--- src/sv/rse_pkg.sv ---
// Package: shared types, constants and helpers for the rANS symbol encoder.
package rse_pkg;

  localparam int unsigned StateBitsDef      = 32;
  localparam int unsigned ChunkBitsDef      = 16;
  localparam int unsigned LowerBoundLog2Def = 16;
  localparam int unsigned CodeCountDef      = 256;

  localparam logic [7:0]  RawBaseCode   = 8'd247;
  localparam logic [4:0]  RawMinLength  = 5'd8;
  localparam logic [4:0]  TotalLog2Rst  = 5'd12;
  localparam logic [31:0] InitStateRst  = 32'd65536;

  typedef enum logic [1:0] {
    CMD_TABLE  = 2'd0,
    CMD_ENCODE = 2'd1,
    CMD_FLUSH  = 2'd2,
    CMD_NONE   = 2'd3
  } cmd_e;

  typedef enum logic {
    REG_TOTAL_LOG2    = 1'b0,
    REG_INITIAL_STATE = 1'b1
  } reg_e;

  typedef enum logic [3:0] {
    ST_IDLE,
    ST_LOOKUP,
    ST_CHECK,
    ST_DIV,
    ST_TEST,
    ST_EMIT_CHUNK,
    ST_UPDATE,
    ST_CHUNK_OUT,
    ST_SUFFIX,
    ST_ERROR,
    ST_FLUSH,
    ST_FLUSH_EMIT,
    ST_DONE
  } state_e;

  typedef struct packed {
    logic load;        // capture input item
    logic tbl_write;   // write table entry
    logic lookup;      // read table at code
    logic div_start;   // start divider on current state
    logic shift;       // shift state right by one chunk
    logic update;      // commit rANS update
    logic reload;      // reload initial state
    logic emit;        // push a result into the output register
    logic [1:0] sel;   // result kind
    logic last;        // last flag of the pushed result
  } rse_cmd_t;

  typedef struct packed {
    logic zero_freq;   // looked-up frequency is zero
    logic div_done;    // quotient and remainder ready
    logic over;        // update would overflow or exceed the bound
    logic has_suffix;  // value carries a raw suffix
    logic state_zero;  // working state is zero
    logic out_free;    // output register can take a result
    logic st_last;     // state after next shift is zero (flush)
    logic chk_pend;    // renormalization chunks still to send
    logic chk_last;    // one renormalization chunk left
  } rse_sts_t;

  localparam logic [1:0] SelChunk  = 2'd0;
  localparam logic [1:0] SelSuffix = 2'd1;
  localparam logic [1:0] SelError  = 2'd2;
  localparam logic [1:0] SelHeld   = 2'd3;

  // Bit length of a 16-bit value.
  function automatic logic [4:0] bit_len16(input logic [15:0] v);
    logic [4:0] e;
    e = 5'd0;
    for (int i = 0; i < 16; i++) begin
      if (v[i]) e = 5'(i + 1);
    end
    return e;
  endfunction

endpackage

--- src/sv/rse_ctrl.sv ---
// Controller state machine of the rANS symbol encoder.
module rse_ctrl import rse_pkg::*; (
  input  logic     clk_i,
  input  logic     rst_ni,
  input  logic     in_valid_i,
  input  cmd_e     cmd_i,
  output logic     in_ready_o,
  input  rse_sts_t sts_i,
  output rse_cmd_t cmd_o
);

  state_e state_q, state_d;
  cmd_e   kind_q, kind_d;

  always_ff @(posedge clk_i or negedge rst_ni) begin
    if (!rst_ni) begin
      state_q <= ST_IDLE;
      kind_q  <= CMD_NONE;
    end else begin
      state_q <= state_d;
      kind_q  <= kind_d;
    end
  end

  always_comb begin
    state_d    = state_q;
    kind_d     = kind_q;
    cmd_o      = '0;
    in_ready_o = 1'b0;
    unique case (state_q)
      ST_IDLE: begin
        in_ready_o = 1'b1;
        if (in_valid_i) begin
          cmd_o.load = 1'b1;
          kind_d     = cmd_i;
          priority case (cmd_i)
            CMD_TABLE:  begin cmd_o.tbl_write = 1'b1; end
            CMD_ENCODE: state_d = ST_LOOKUP;
            CMD_FLUSH:  state_d = ST_FLUSH;
            default:    state_d = ST_IDLE;
          endcase
        end
      end
      ST_LOOKUP: begin
        cmd_o.lookup = 1'b1;
        state_d      = ST_CHECK;
      end
      ST_CHECK: begin
        if (sts_i.zero_freq) begin
          state_d = ST_ERROR;
        end else begin
          cmd_o.div_start = 1'b1;
          state_d         = ST_DIV;
        end
      end
      ST_DIV: if (sts_i.div_done) state_d = ST_TEST;
      ST_TEST: begin
        if (sts_i.over) begin
          state_d = ST_EMIT_CHUNK;
        end else begin
          state_d = ST_UPDATE;
        end
      end
      ST_EMIT_CHUNK: begin
        // chunk is sent after the update, once its last flag is known
        cmd_o.shift     = 1'b1;
        cmd_o.div_start = 1'b1;
        state_d         = ST_DIV;
      end
      ST_UPDATE: begin
        cmd_o.update = 1'b1;
        if (sts_i.chk_pend) begin
          state_d = ST_CHUNK_OUT;
        end else begin
          state_d = sts_i.has_suffix ? ST_SUFFIX : ST_DONE;
        end
      end
      ST_CHUNK_OUT: begin
        if (sts_i.out_free) begin
          cmd_o.emit = 1'b1;
          cmd_o.sel  = SelHeld;
          cmd_o.last = sts_i.chk_last && !sts_i.has_suffix;
          if (sts_i.chk_last) state_d = sts_i.has_suffix ? ST_SUFFIX : ST_DONE;
        end
      end
      ST_SUFFIX: begin
        if (sts_i.out_free) begin
          cmd_o.emit = 1'b1;
          cmd_o.sel  = SelSuffix;
          cmd_o.last = 1'b1;
          state_d    = ST_DONE;
        end
      end
      ST_ERROR: begin
        if (sts_i.out_free) begin
          cmd_o.emit = 1'b1;
          cmd_o.sel  = SelError;
          cmd_o.last = 1'b1;
          state_d    = ST_DONE;
        end
      end
      ST_FLUSH: begin
        if (sts_i.state_zero) begin
          cmd_o.reload = 1'b1;
          state_d      = ST_DONE;
        end else begin
          state_d = ST_FLUSH_EMIT;
        end
      end
      ST_FLUSH_EMIT: begin
        if (sts_i.out_free) begin
          cmd_o.emit  = 1'b1;
          cmd_o.sel   = SelChunk;
          cmd_o.shift = 1'b1;
          cmd_o.last  = sts_i.st_last;
          state_d     = ST_FLUSH;
        end
      end
      ST_DONE: state_d = ST_IDLE;
      default: state_d = ST_IDLE;
    endcase
  end

`ifndef SYNTHESIS
  a_ready_idle: assert property (@(posedge clk_i) disable iff (!rst_ni)
    in_ready_o |-> state_q == ST_IDLE)
    else $error("ready outside idle");
  a_emit_free: assert property (@(posedge clk_i) disable iff (!rst_ni)
    cmd_o.emit |-> sts_i.out_free)
    else $error("emit without space");
  a_update_ok: assert property (@(posedge clk_i) disable iff (!rst_ni)
    cmd_o.update |-> $past(state_q) == ST_TEST && !$past(sts_i.over))
    else $error("update without passing test");
`endif

endmodule

--- config.mk ---
export PLATFORM = sky130hd
export DESIGN_NAME = rse_ctrl
export DESIGN_NICKNAME = d
export VERILOG_FILES = /design/src/sv/rse_pkg.sv /design/src/sv/rse_ctrl.sv
export SDC_FILE = /design/constraint.sdc
export NUM_CORES = 1
export LEC_CHECK = 0
export BUFFER_PORTS_ARGS = -buffer_cell sky130_fd_sc_hd__buf_2
export CAP_MARGIN = 20
export CELL_PAD_IN_SITES_DETAIL_PLACEMENT = 0
export CELL_PAD_IN_SITES_GLOBAL_PLACEMENT = 1
export CORE_AREA = 10 10 57 59
export CTS_CLUSTER_SIZE = 12
export DETAILED_ROUTE_END_ITERATION = 10
export DIE_AREA = 0 0 67 69
export PLACE_DENSITY_LB_ADDON = 0.25
export SLEW_MARGIN = 10
export SYNTH_ARGS = -nofsm -noshare
export SYNTH_HDL_FRONTEND = slang
export SYNTH_SLANG_ARGS = --single-unit
--- constraint.sdc ---
create_clock -name clk_i -period 4.5 [get_ports clk_i]
set_input_delay 0.225 -clock clk_i [delete_from_list [all_inputs] [get_ports clk_i]]
set_output_delay 0.225 -clock clk_i [all_outputs]
set_load 0.005 [all_outputs]
==> impl_results.md, run 1 <==
- Status: complete, no violations
- Tot GR Track Use: 7.94%
- Worst-case clock buffer depth: 2
- CTS clk-pin slew, worst paths: about 0.04 ns
- Place WS: approximately 2.5 ns
- Setup Crit Path Kind: flop to output pin
- Mapped cell area: 619 um^2
- Routed vias/inst: 5.14
- CP Data Required Time: between 4 and 5 ns
- Max reg flops: 4
- Clk sinks: 4
- IO buf count: 25
- Hold Path Class: input pin to asynchronous set/reset pin
- PwrDens: 636 mW/mm^2
- Layout area overhead: 22.2%
- Vias in the first global route: approximately 680
- Ant. Diodes: 0
- Boundary Pins: 26
- Post-Syn Area per Cell: roughly 7.6 um^2
- Maximum vdd drop: between 200 and 250 uV
- LEAKAGE: approximately 0.35 nW
- Biggest register: state_q
- Share of the yosys chip area belonging to registers: between 15 and 20%
- Residual DRC: 0
- Crit-path cells: nor2b_1, a32o_1, a21oi_1, nor2_1, buf_2
- Synth warnings: 0
- Via count: between 600 and 700
- Worst skew pair latency: ~0.23 ns
- GP Congestion: around 0.72
- Initial antenna violation count: 0
- Max-slew violations: 0
- Synth unique cells: 37
- Fin crit share: a little under half
- Routed Antenna Nets: 0
- TritonCTS buffer count: 3
- Rows: 17
- Startpoint Class: flop
- Max_slew headroom: 53.4%
- CTS Root Buffer Type: clkbuf_4
- Setup TNS: 0 ns
- Synth Register Bits: 4
- Commonest non-fill, non-tap cell in the layout: buf_2
- Final hold vios: 0
- Worst setup margin: around 2.4 ns
- Layout net count: about 120
- Synthesized Nets: 96
- Total wire length: between 1.5 and 2 mm
- DRT Pass-1 Iters: 3
- WP data arrival: 1.92 ns
- Worst Tran Pin Value: ~0.70 ns
- Post-CTS Setup Bufs: 0
- Final setup skew: about 0.00013 ns
- RSZ-0062 raised after global routing: no
- Critical Path Max Stage Delay: just under 0.8 ns
- H-tree depth: 1
- Number of setup violations in the final report: 0
- Die height: approximately 69 um
- Gate Count Post-Synth: 82
- Crit. End Element: output pin
- Core area: 0.00215 mm^2
- Post-route minimum period: 2.14 ns
- TritonCTS clock tree: done
- Starting density of the core: between 20% and 30%
- GRT overflow: 0
- Worst Path Max Fanout: 24
- Achievable frequency: about 0.47 GHz
- DIE AREA: 0.00462 mm^2
- Drt wl/cell: 14.0 um
- Die width: between 60 and 70 um
- DRT iter0 DRCs: 19
- Largest net degree at the start of global routing: 25
- Commonest non-fill, non-tap cells in the layout: buf_2, nor2_1, a21oi_1, nor2b_1, dfrtp_1
- Maxcap violations: 0
- Wire length of the first global-routing pass: 3.04 mm
- DP HPWL: about 1.4 mm
- Top flop regs: state_q: 4 flops
- Worst path slowest cell: dfrtp_1
- Fraction of layout cells with a size suffix above 1: between 30% and 40%
[worst paths after layout]
path                                             start                endpoint  slack (ns)  cells past startpoint
worst max-delay path            state_q[2]$_DFFE_PN0P_                cmd_o[0]        2.36                      5
worst min-delay path                            rst_ni  state_q[3]$_DFFE_PN0P_        0.32                      2
worst max register to register  state_q[2]$_DFFE_PN0P_  state_q[1]$_DFFE_PN0P_        2.53                      4
worst min register to register  state_q[3]$_DFFE_PN0P_  state_q[0]$_DFFE_PN0P_        0.89                      2
max in group asynchronous                       rst_ni  state_q[0]$_DFFE_PN0P_        4.06                      2
min in group clk_i                            sts_i[1]  state_q[0]$_DFFE_PN0P_        0.45                      4
[routing by layer]
| metal | global-route usage [%] | part of all wire (%) | vias up |
|---|---|---|---|
| met5 | 0 | 0 | - |
| met4 | 4.07 | 1.4 | 0 |
| met3 | 2.58 | 8.0 | 2 |
| met2 | 12.9 | 50 | 14 |
| met1 | 8.80 | 41 | 311 |
| li1 | - | - | 346 |
[final cells by class]
type | count | area, um^2
Clock buffer | 3 | 22.5
Fill cell | 254 | 1390
Inverter | 3 | 11.3
Multi-Input combinational cell | 67 | 453
Sequential cell | 4 | 100
Tap cell | 28 | 35.0
Timing Repair Buffer | 26 | 135
[metrics by stage]
| stage | cells | hold WS, ns | utilization [%] | cell area (um^2) | power [mW] |
|---|---|---|---|---|---|
| 6_report | 131 | 0.324 | 35.2 | 757 | 0.482 |
| 5_1_grt | 131 | 0.344 | 35.2 | 757 | 0.535 |
| 4_1_cts | 131 | 0.316 | 35.2 | 757 | 0.489 |
| 3_5_place_dp | 127 | 0.0339 | 33.7 | 724 | 0.442 |
| 3_3_place_gp | 127 | 0.0315 | 33.7 | 724 | 0.444 |
| 2_1_floorplan | 82 | -0.0706 | - | 619 | 0.389 |
[kinds of logic after synthesis]
logic type | synth area share [%]
xor gates and xnor gates | 1.41
DFF | 16.2
muxes | 8.08
AOI/OAI and AO/OA | 27.5
buffers and inverters | 10.7
and+or+nand+nor | 36.2
[cells in the mapped netlist, drive strengths merged]
master  count  area, um^2
a21oi       7        35.0
mux2        2        30.0
a32oi       2        17.5
nor4b       2        17.5
nor3b       2        20.0
clkbuf      2        7.51
and3b       1        8.76
buf         6        47.5
o21ai       4        20.0
xnor2       1        8.76
mux2i       2        20.0
or3b        1        8.76
nand3b      2        15.0
o221ai      2        17.5
a21boi      2        15.0
o31ai       1        7.51
nor4        2        18.8
nor3        2        10.0
and2b       1        7.51
and2        2        15.0
nor2b       4        25.0
a32o        1        10.0
o22ai       1        6.26
nand2b      3        18.8
dfrtp       4         100
and4b       1        10.0
a21o        3        22.5
nand2       3        11.3
a31oi       3        18.8
inv         3        11.3
nor2       10        37.5
[worst max-delay path, delay by kind of cell, from the launching register on]
| family | cells | cell delay, ns |
|---|---|---|
| buffers and inverters | 1 | 0.12 |
| flip-flops | 1 | 0.78 |
| AO/OA/AOI/OAI | 2 | 0.43 |
| AND/OR/NAND/NOR | 2 | 0.35 |
[timing repair]
item	CTS	global route
gates resized for setup	0	0
endpoints found under the hold margin	4	0
hold buffers	1	0
[power by group]
part           switching [mW]  total (mW)  internal (mW)
clock network          0.0135      0.0432         0.0297
logic                   0.129       0.297          0.168
registers              0.0876       0.142         0.0540
total                   0.230       0.482          0.252
Note: power is estimated with default switching activity, not from simulation.
==> run 2: changes to the inputs <==
==> constraint.sdc (replaced) <==
create_clock -name clk_i -period 2.2 [get_ports clk_i]
set_input_delay 0.11 -clock clk_i [delete_from_list [all_inputs] [get_ports clk_i]]
set_output_delay 0.11 -clock clk_i [all_outputs]
set_load 0.005 [all_outputs]
==> impl_results.md, run 2 (synthesis results as in run 1) <==
- Status: complete, no violations (unchanged)
- Final hold vios: 0 (unchanged)
- Max-slew violations: 0 (unchanged)
- Achievable frequency: around 0.52 GHz
- Maximum vdd drop: 568 uV (was 222 uV)
- Rows: 17 (unchanged)
- Setup Crit Path Kind: flop to flop (was flop to output pin)
- Residual DRC: 0 (unchanged)
- PwrDens: 1330 mW/mm^2 (was 636 mW/mm^2)
- Core area: 0.00215 mm^2 (unchanged)
- Post-route minimum period: ~1.9 ns
- TritonCTS buffer count: 3 (unchanged)
- DRT iter0 DRCs: 17 (was 19)
- Ant. Diodes: 0 (unchanged)
- Final core utilization: 36.3% (was 35.2%)
- Tot GR Track Use: 8.18% (was 7.94%)
- Initial antenna violation count: 0 (unchanged)
- Setup TNS: 0 ns (unchanged)
- Fraction of layout cells with a size suffix above 1: 34.0% (was 32.0%)
- Top flop regs: state_q: 4 flops (unchanged)
- H-tree depth: 1 (unchanged)
- Fin crit share: 87.2%
- Final setup skew: 0.000136 ns (was 0.000129 ns)
- Hold Path Class: input pin to asynchronous set/reset pin (unchanged)
- CTS Root Buffer Type: clkbuf_4 (unchanged)
- Critical Path Max Stage Delay: 0.58 ns (was 0.78 ns)
- IO buf count: 25 (unchanged)
- Die width: 67 um (unchanged)
- RSZ-0062 raised after global routing: no (unchanged)
- Largest net degree at the start of global routing: 19 (was 25)
- Max reg flops: 4 (unchanged)
- Drt wl/cell: 14.7 um (was 14.0 um)
- Biggest register: state_q (unchanged)
- Routed Antenna Nets: 0 (unchanged)
- DP HPWL: 1.47 mm (was 1.43 mm)
- Boundary Pins: 26 (unchanged)
- Crit-path cells: and4b_1, o31ai_1, and2_4, mux2_4 (was nor2b_1, a32o_1, a21oi_1, nor2_1, buf_2)
- LEAKAGE: 0.368 nW (was 0.353 nW)
- Via count: 700 (was 673)
- Vias in the first global route: 701 (was 675)
- Commonest non-fill, non-tap cell in the layout: buf_2 (unchanged)
- Wire length of the first global-routing pass: 3.12 mm (was 3.04 mm)
- DIE AREA: 0.00462 mm^2 (unchanged)
- Die height: 69 um (unchanged)
- GP Congestion: 0.755 (was 0.717)
- Crit. End Element: flop (was output pin)
- Layout net count: 122 (was 119)
- WP data arrival: 2.03 ns (was 1.92 ns)
- Starting density of the core: 28.8% (unchanged)
- Top delay family on crit path: simple AND/OR/NAND/NOR gates (was flip-flops)
- Place WS: 0.311 ns (was 2.54 ns)
- Startpoint Class: flop (unchanged)
- CTS clk-pin slew, worst paths: 0.04 ns (about the same)
- Worst-case clock buffer depth: 2 (unchanged)
- Commonest non-fill, non-tap cells in the layout: buf_2, nor2_1, a21oi_1, nor2b_1, dfrtp_1 (unchanged)
- Worst skew pair latency: 0.23 ns (about the same)
- Number of setup violations in the final report: 0 (unchanged)
- Maxcap violations: 0 (unchanged)
- Routed vias/inst: 5.22 (was 5.14)
- Clk sinks: 4 (unchanged)
- GRT overflow: 0 (unchanged)
- Max_slew headroom: 60.9% (was 53.4%)
- Worst path slowest cell: dfrtp_1 (unchanged)
- CP Buf/Inv Count: 0 (was 1)
- Layout area overhead: 25.9% (was 22.2%)
- Worst Path Max Fanout: 18 (was 24)
- DRT Pass-1 Iters: 4 (was 3)
- TritonCTS clock tree: done (unchanged)
- CP Data Required Time: 2.32 ns (was 4.28 ns)
- Total wire length: 1.97 mm (was 1.84 mm)
- Worst setup margin: 0.282 ns (was 2.36 ns)
- Worst Tran Pin Value: 0.587 ns (was 0.698 ns)
run 2: cell types whose count changed in the layout (fill, tap and decap cells not counted), sizes merged:
cell	delta
buf	+3
run 2: repair_timing:
item / 4_1_cts / 5_1_grt
gates resized for setup: 0 / 0
hold buffers: 1 / 0
hold endpoints to repair: 4 / 0
setup buffers: 0 / 0
run 2: final timing paths:
path / start / cells past startpoint / endpoint / slack (ns)
max in group asynchronous: rst_ni / 2 / state_q[2]$_DFFE_PN0P_ / 1.87
setup reg to reg: state_q[1]$_DFFE_PN0P_ / 4 / state_q[2]$_DFFE_PN0P_ / 0.28
setup / recovery: state_q[1]$_DFFE_PN0P_ / 4 / state_q[2]$_DFFE_PN0P_ / 0.28
hold / removal: rst_ni / 2 / state_q[0]$_DFFE_PN0P_ / 0.21
min in group clk_i: sts_i[1] / 4 / state_q[0]$_DFFE_PN0P_ / 0.34
hold reg to reg: state_q[2]$_DFFE_PN0P_ / 1 / state_q[2]$_DFFE_PN0P_ / 0.86
run 2: through the flow:
| step | total power [mW] | hold slack [ns] | area (um^2) | cells |
|---|---|---|---|---|
| after floorplan | 0.796 | -0.186 | 619 | 82 |
| after global placement | 0.952 | -0.0797 | 747 | 130 |
| after detailed placement | 0.943 | -0.0847 | 747 | 130 |
| after CTS | 1.04 | 0.197 | 779 | 134 |
| after global routing | 1.14 | 0.219 | 779 | 134 |
| final | 1.04 | 0.215 | 779 | 134 |
run 2: layer usage:
metal | global-route usage [%] | vias up | share of wire [%]
li1 | - | 352 | -
met1 | 8.26 | 323 | 41
met2 | 14.5 | 21 | 49
met3 | 2.25 | 4 | 8.4
met4 | 4.07 | 0 | 1.6
met5 | 0 | - | 0
run 2: layout make-up:
class,instances,area (um^2)
tap,28,35.0
inverter,3,11.3
sequential,4,100
fill,242,1370
clock buffer,3,22.5
timing repair buffer,29,158
multi-input combinational,67,453
run 2: power by group:
| part | switching [mW] | total (mW) | internal, mW |
|---|---|---|---|
| combinational | 0.323 | 0.696 | 0.373 |
| sequential | 0.141 | 0.253 | 0.111 |
| clock | 0.0291 | 0.0901 | 0.0610 |
==> run 3: changes to the inputs <==
--- a/config.mk
+++ b/config.mk
@@ -9,11 +9,12 @@
 export CAP_MARGIN = 20
 export CELL_PAD_IN_SITES_DETAIL_PLACEMENT = 0
 export CELL_PAD_IN_SITES_GLOBAL_PLACEMENT = 1
-export CORE_AREA = 10 10 57 59
+export CORE_AREA = 10 10 55 57
 export CTS_CLUSTER_SIZE = 12
 export DETAILED_ROUTE_END_ITERATION = 10
-export DIE_AREA = 0 0 67 69
+export DIE_AREA = 0 0 65 67
 export PLACE_DENSITY_LB_ADDON = 0.25
+export SKIP_LAST_GASP = 1
 export SLEW_MARGIN = 10
 export SYNTH_ARGS = -nofsm -noshare
 export SYNTH_HDL_FRONTEND = slang
==> impl_results.md, run 3 (synthesis results as in run 1) <==
- Status: complete, no violations (unchanged)
- Worst-case clock buffer depth: 2 (unchanged)
- Crit-path cells: buf_4, nor2b_1, buf_4, a32o_1, a21oi_1, nor2_1, buf_2 (was and4b_1, o31ai_1, and2_4, mux2_4)
- PwrDens: 1330 mW/mm^2 (about the same)
- Post-Layout Cell Count: 134 (unchanged)
- Tot GR Track Use: 8.70% (was 8.18%)
- Fin crit share: 88.0% (was 87.2%)
- Max_slew headroom: 63.9% (was 60.9%)
- Setup Crit Path Kind: flop to output pin (was flop to flop)
- Via count: 684 (was 700)
- TritonCTS buffer count: 3 (unchanged)
- Post-CTS Setup Bufs: 0 (unchanged)
- Maximum vdd drop: 401 uV (was 568 uV)
- Worst Tran Pin Value: 0.542 ns (was 0.587 ns)
- Startpoint Class: flop (unchanged)
- Die height: 67 um (was 69 um)
- Largest net degree at the start of global routing: 19 (unchanged)
- Ant. Diodes: 0 (unchanged)
- IO buf count: 25 (unchanged)
- Critical Path Max Stage Delay: 0.64 ns (was 0.58 ns)
- DIE AREA: 0.00436 mm^2 (was 0.00462 mm^2)
- LEAKAGE: 0.373 nW (was 0.368 nW)
- Vias in the first global route: 665 (was 701)
- Starting density of the core: 31.9% (was 28.8%)
- RSZ-0062 raised after global routing: no (unchanged)
- Post-route minimum period: 1.93 ns (was 1.92 ns)
- CTS Root Buffer Type: clkbuf_4 (unchanged)
- GRT overflow: 0 (unchanged)
- Fraction of layout cells with a size suffix above 1: 34.6% (was 34.0%)
- Setup TNS: 0 ns (unchanged)
- Wire length of the first global-routing pass: 3.15 mm (was 3.12 mm)
- Clk sinks: 4 (unchanged)
- H-tree depth: 1 (unchanged)
- Maxcap violations: 0 (unchanged)
- Fill cell count: 232 (was 242)
- Layout area overhead: 26.9% (was 25.9%)
- Residual DRC: 0 (unchanged)
- Reg2reg start: state_q[3]$_DFFE_PN0P_ (was state_q[1]$_DFFE_PN0P_)
- Drt wl/cell: 14.2 um (was 14.7 um)
- Initial antenna violation count: 0 (unchanged)
- Biggest register: state_q (unchanged)
- Placed Area: 753 um^2 (was 747 um^2)
- CTS clk-pin slew, worst paths: 0.04 ns (about the same)
- Core area: 0.00194 mm^2 (was 0.00215 mm^2)
- Commonest non-fill, non-tap cells in the layout: buf_2, nor2_1, a21oi_1 (was buf_2, nor2_1, a21oi_1, nor2b_1, dfrtp_1)
- Max-slew violations: 0 (unchanged)
- Max reg flops: 4 (unchanged)
- Routed vias/inst: 5.10 (was 5.22)
- Worst Path Max Fanout: 14 (was 18)
- Number of instances in the placed design: 130 (unchanged)
- Routed Antenna Nets: 0 (unchanged)
- Total wire length: 1.91 mm (was 1.97 mm)
- Top flop regs: state_q: 4 flops (unchanged)
- Achievable frequency: 0.517 GHz (was 0.521 GHz)
- TritonCTS clock tree: done (unchanged)
- DRT Pass-1 Iters: 4 (unchanged)
- DRT iter0 DRCs: 12 (was 17)
- Die width: 65 um (was 67 um)
- Crit. End Element: output pin (was flop)
- Rows: 16 (was 17)
- Worst setup margin: 0.265 ns (was 0.282 ns)
- Commonest non-fill, non-tap cell in the layout: buf_2 (unchanged)
- WP data arrival: 1.82 ns (was 2.03 ns)
- Number of setup violations in the final report: 0 (unchanged)
- Cell area after layout: 786 um^2 (was 779 um^2)
- CP Data Required Time: 2.09 ns (was 2.32 ns)
- Place WS: 0.321 ns (was 0.311 ns)
- Final hold vios: 0 (unchanged)
- Worst skew pair latency: 0.23 ns (about the same)
- DP HPWL: 1.47 mm (about the same)
- Hold Path Class: input pin to asynchronous set/reset pin (unchanged)
- GP Congestion: 0.767 (was 0.755)
- Most used cell, CP: buf_4
- Boundary Pins: 26 (unchanged)
- Final setup skew: 0.00297 ns (was 0.000136 ns)
- Critical Path Source: state_q[2]$_DFFE_PN0P_ (was state_q[1]$_DFFE_PN0P_)
- Worst path slowest cell: dfrtp_1 (unchanged)
- Layout net count: 123 (was 122)
-- run 3: report_power, final --
group	switching [mW]	internal, mW
combinational	0.315	0.384
clock	0.0271	0.0608
sequential	0.150	0.111
-- run 3: routing by layer --
metal	wire, um	share of wire, %	GRT usage (%)	vias up
li1	-	-	-	353
met1	972	51	11.5	310
met2	809	42	13.9	21
met3	124	6.5	1.67	0
met4	0	0	2.41	0
met5	0	0	0	-
-- run 3: worst paths after layout --
kind,end,slack [ns],cells past startpoint
worst max-delay path,cmd_o[0],0.27,7
worst min-delay path,state_q[0]$_DFFE_PN0P_,0.22,2
worst max register to register,state_q[1]$_DFFE_PN0P_,0.29,4
worst min register to register,state_q[0]$_DFFE_PN0P_,0.80,2
max in group asynchronous,state_q[3]$_DFFE_PN0P_,1.86,2
min in group clk_i,state_q[0]$_DFFE_PN0P_,0.35,4
-- run 3: area by class of cell --
class	instances	area (um^2)	area share, %
Clock buffer	3	22.5	2.87
Timing Repair Buffer	30	165	21.0
Tap cell	27	33.8	4.30
Multi-Input combinational cell	67	453	57.6
Sequential cell	4	100	12.7
Inverter	3	11.3	1.43
-- run 3: critical path, delay by kind of cell (launching register included) --
kind / cells / cell delay, ns
AO/OA/AOI/OAI: 2 / 0.35
buffers and inverters: 3 / 0.51
flip-flops: 1 / 0.64
AND/OR/NAND/NOR: 2 / 0.09
-- run 3: per-stage QoR --
| step | utilization (%) | hold WS, ns | power, mW |
|---|---|---|---|
| 6_report | 40.5 | 0.220 | 1.05 |
| 5_1_grt | 40.5 | 0.257 | 1.15 |
| 4_1_cts | 40.5 | 0.219 | 1.06 |
| 3_5_place_dp | 38.8 | -0.0833 | 0.959 |
| 3_3_place_gp | 38.8 | -0.0864 | 0.962 |
| 2_1_floorplan | - | -0.186 | 0.796 |
-- run 3: timing repair --
item / 4_1_cts / 5_1_grt
gates resized for setup: 0 / 0
hold endpoints to repair: 4 / 0
hold buffers: 1 / 0
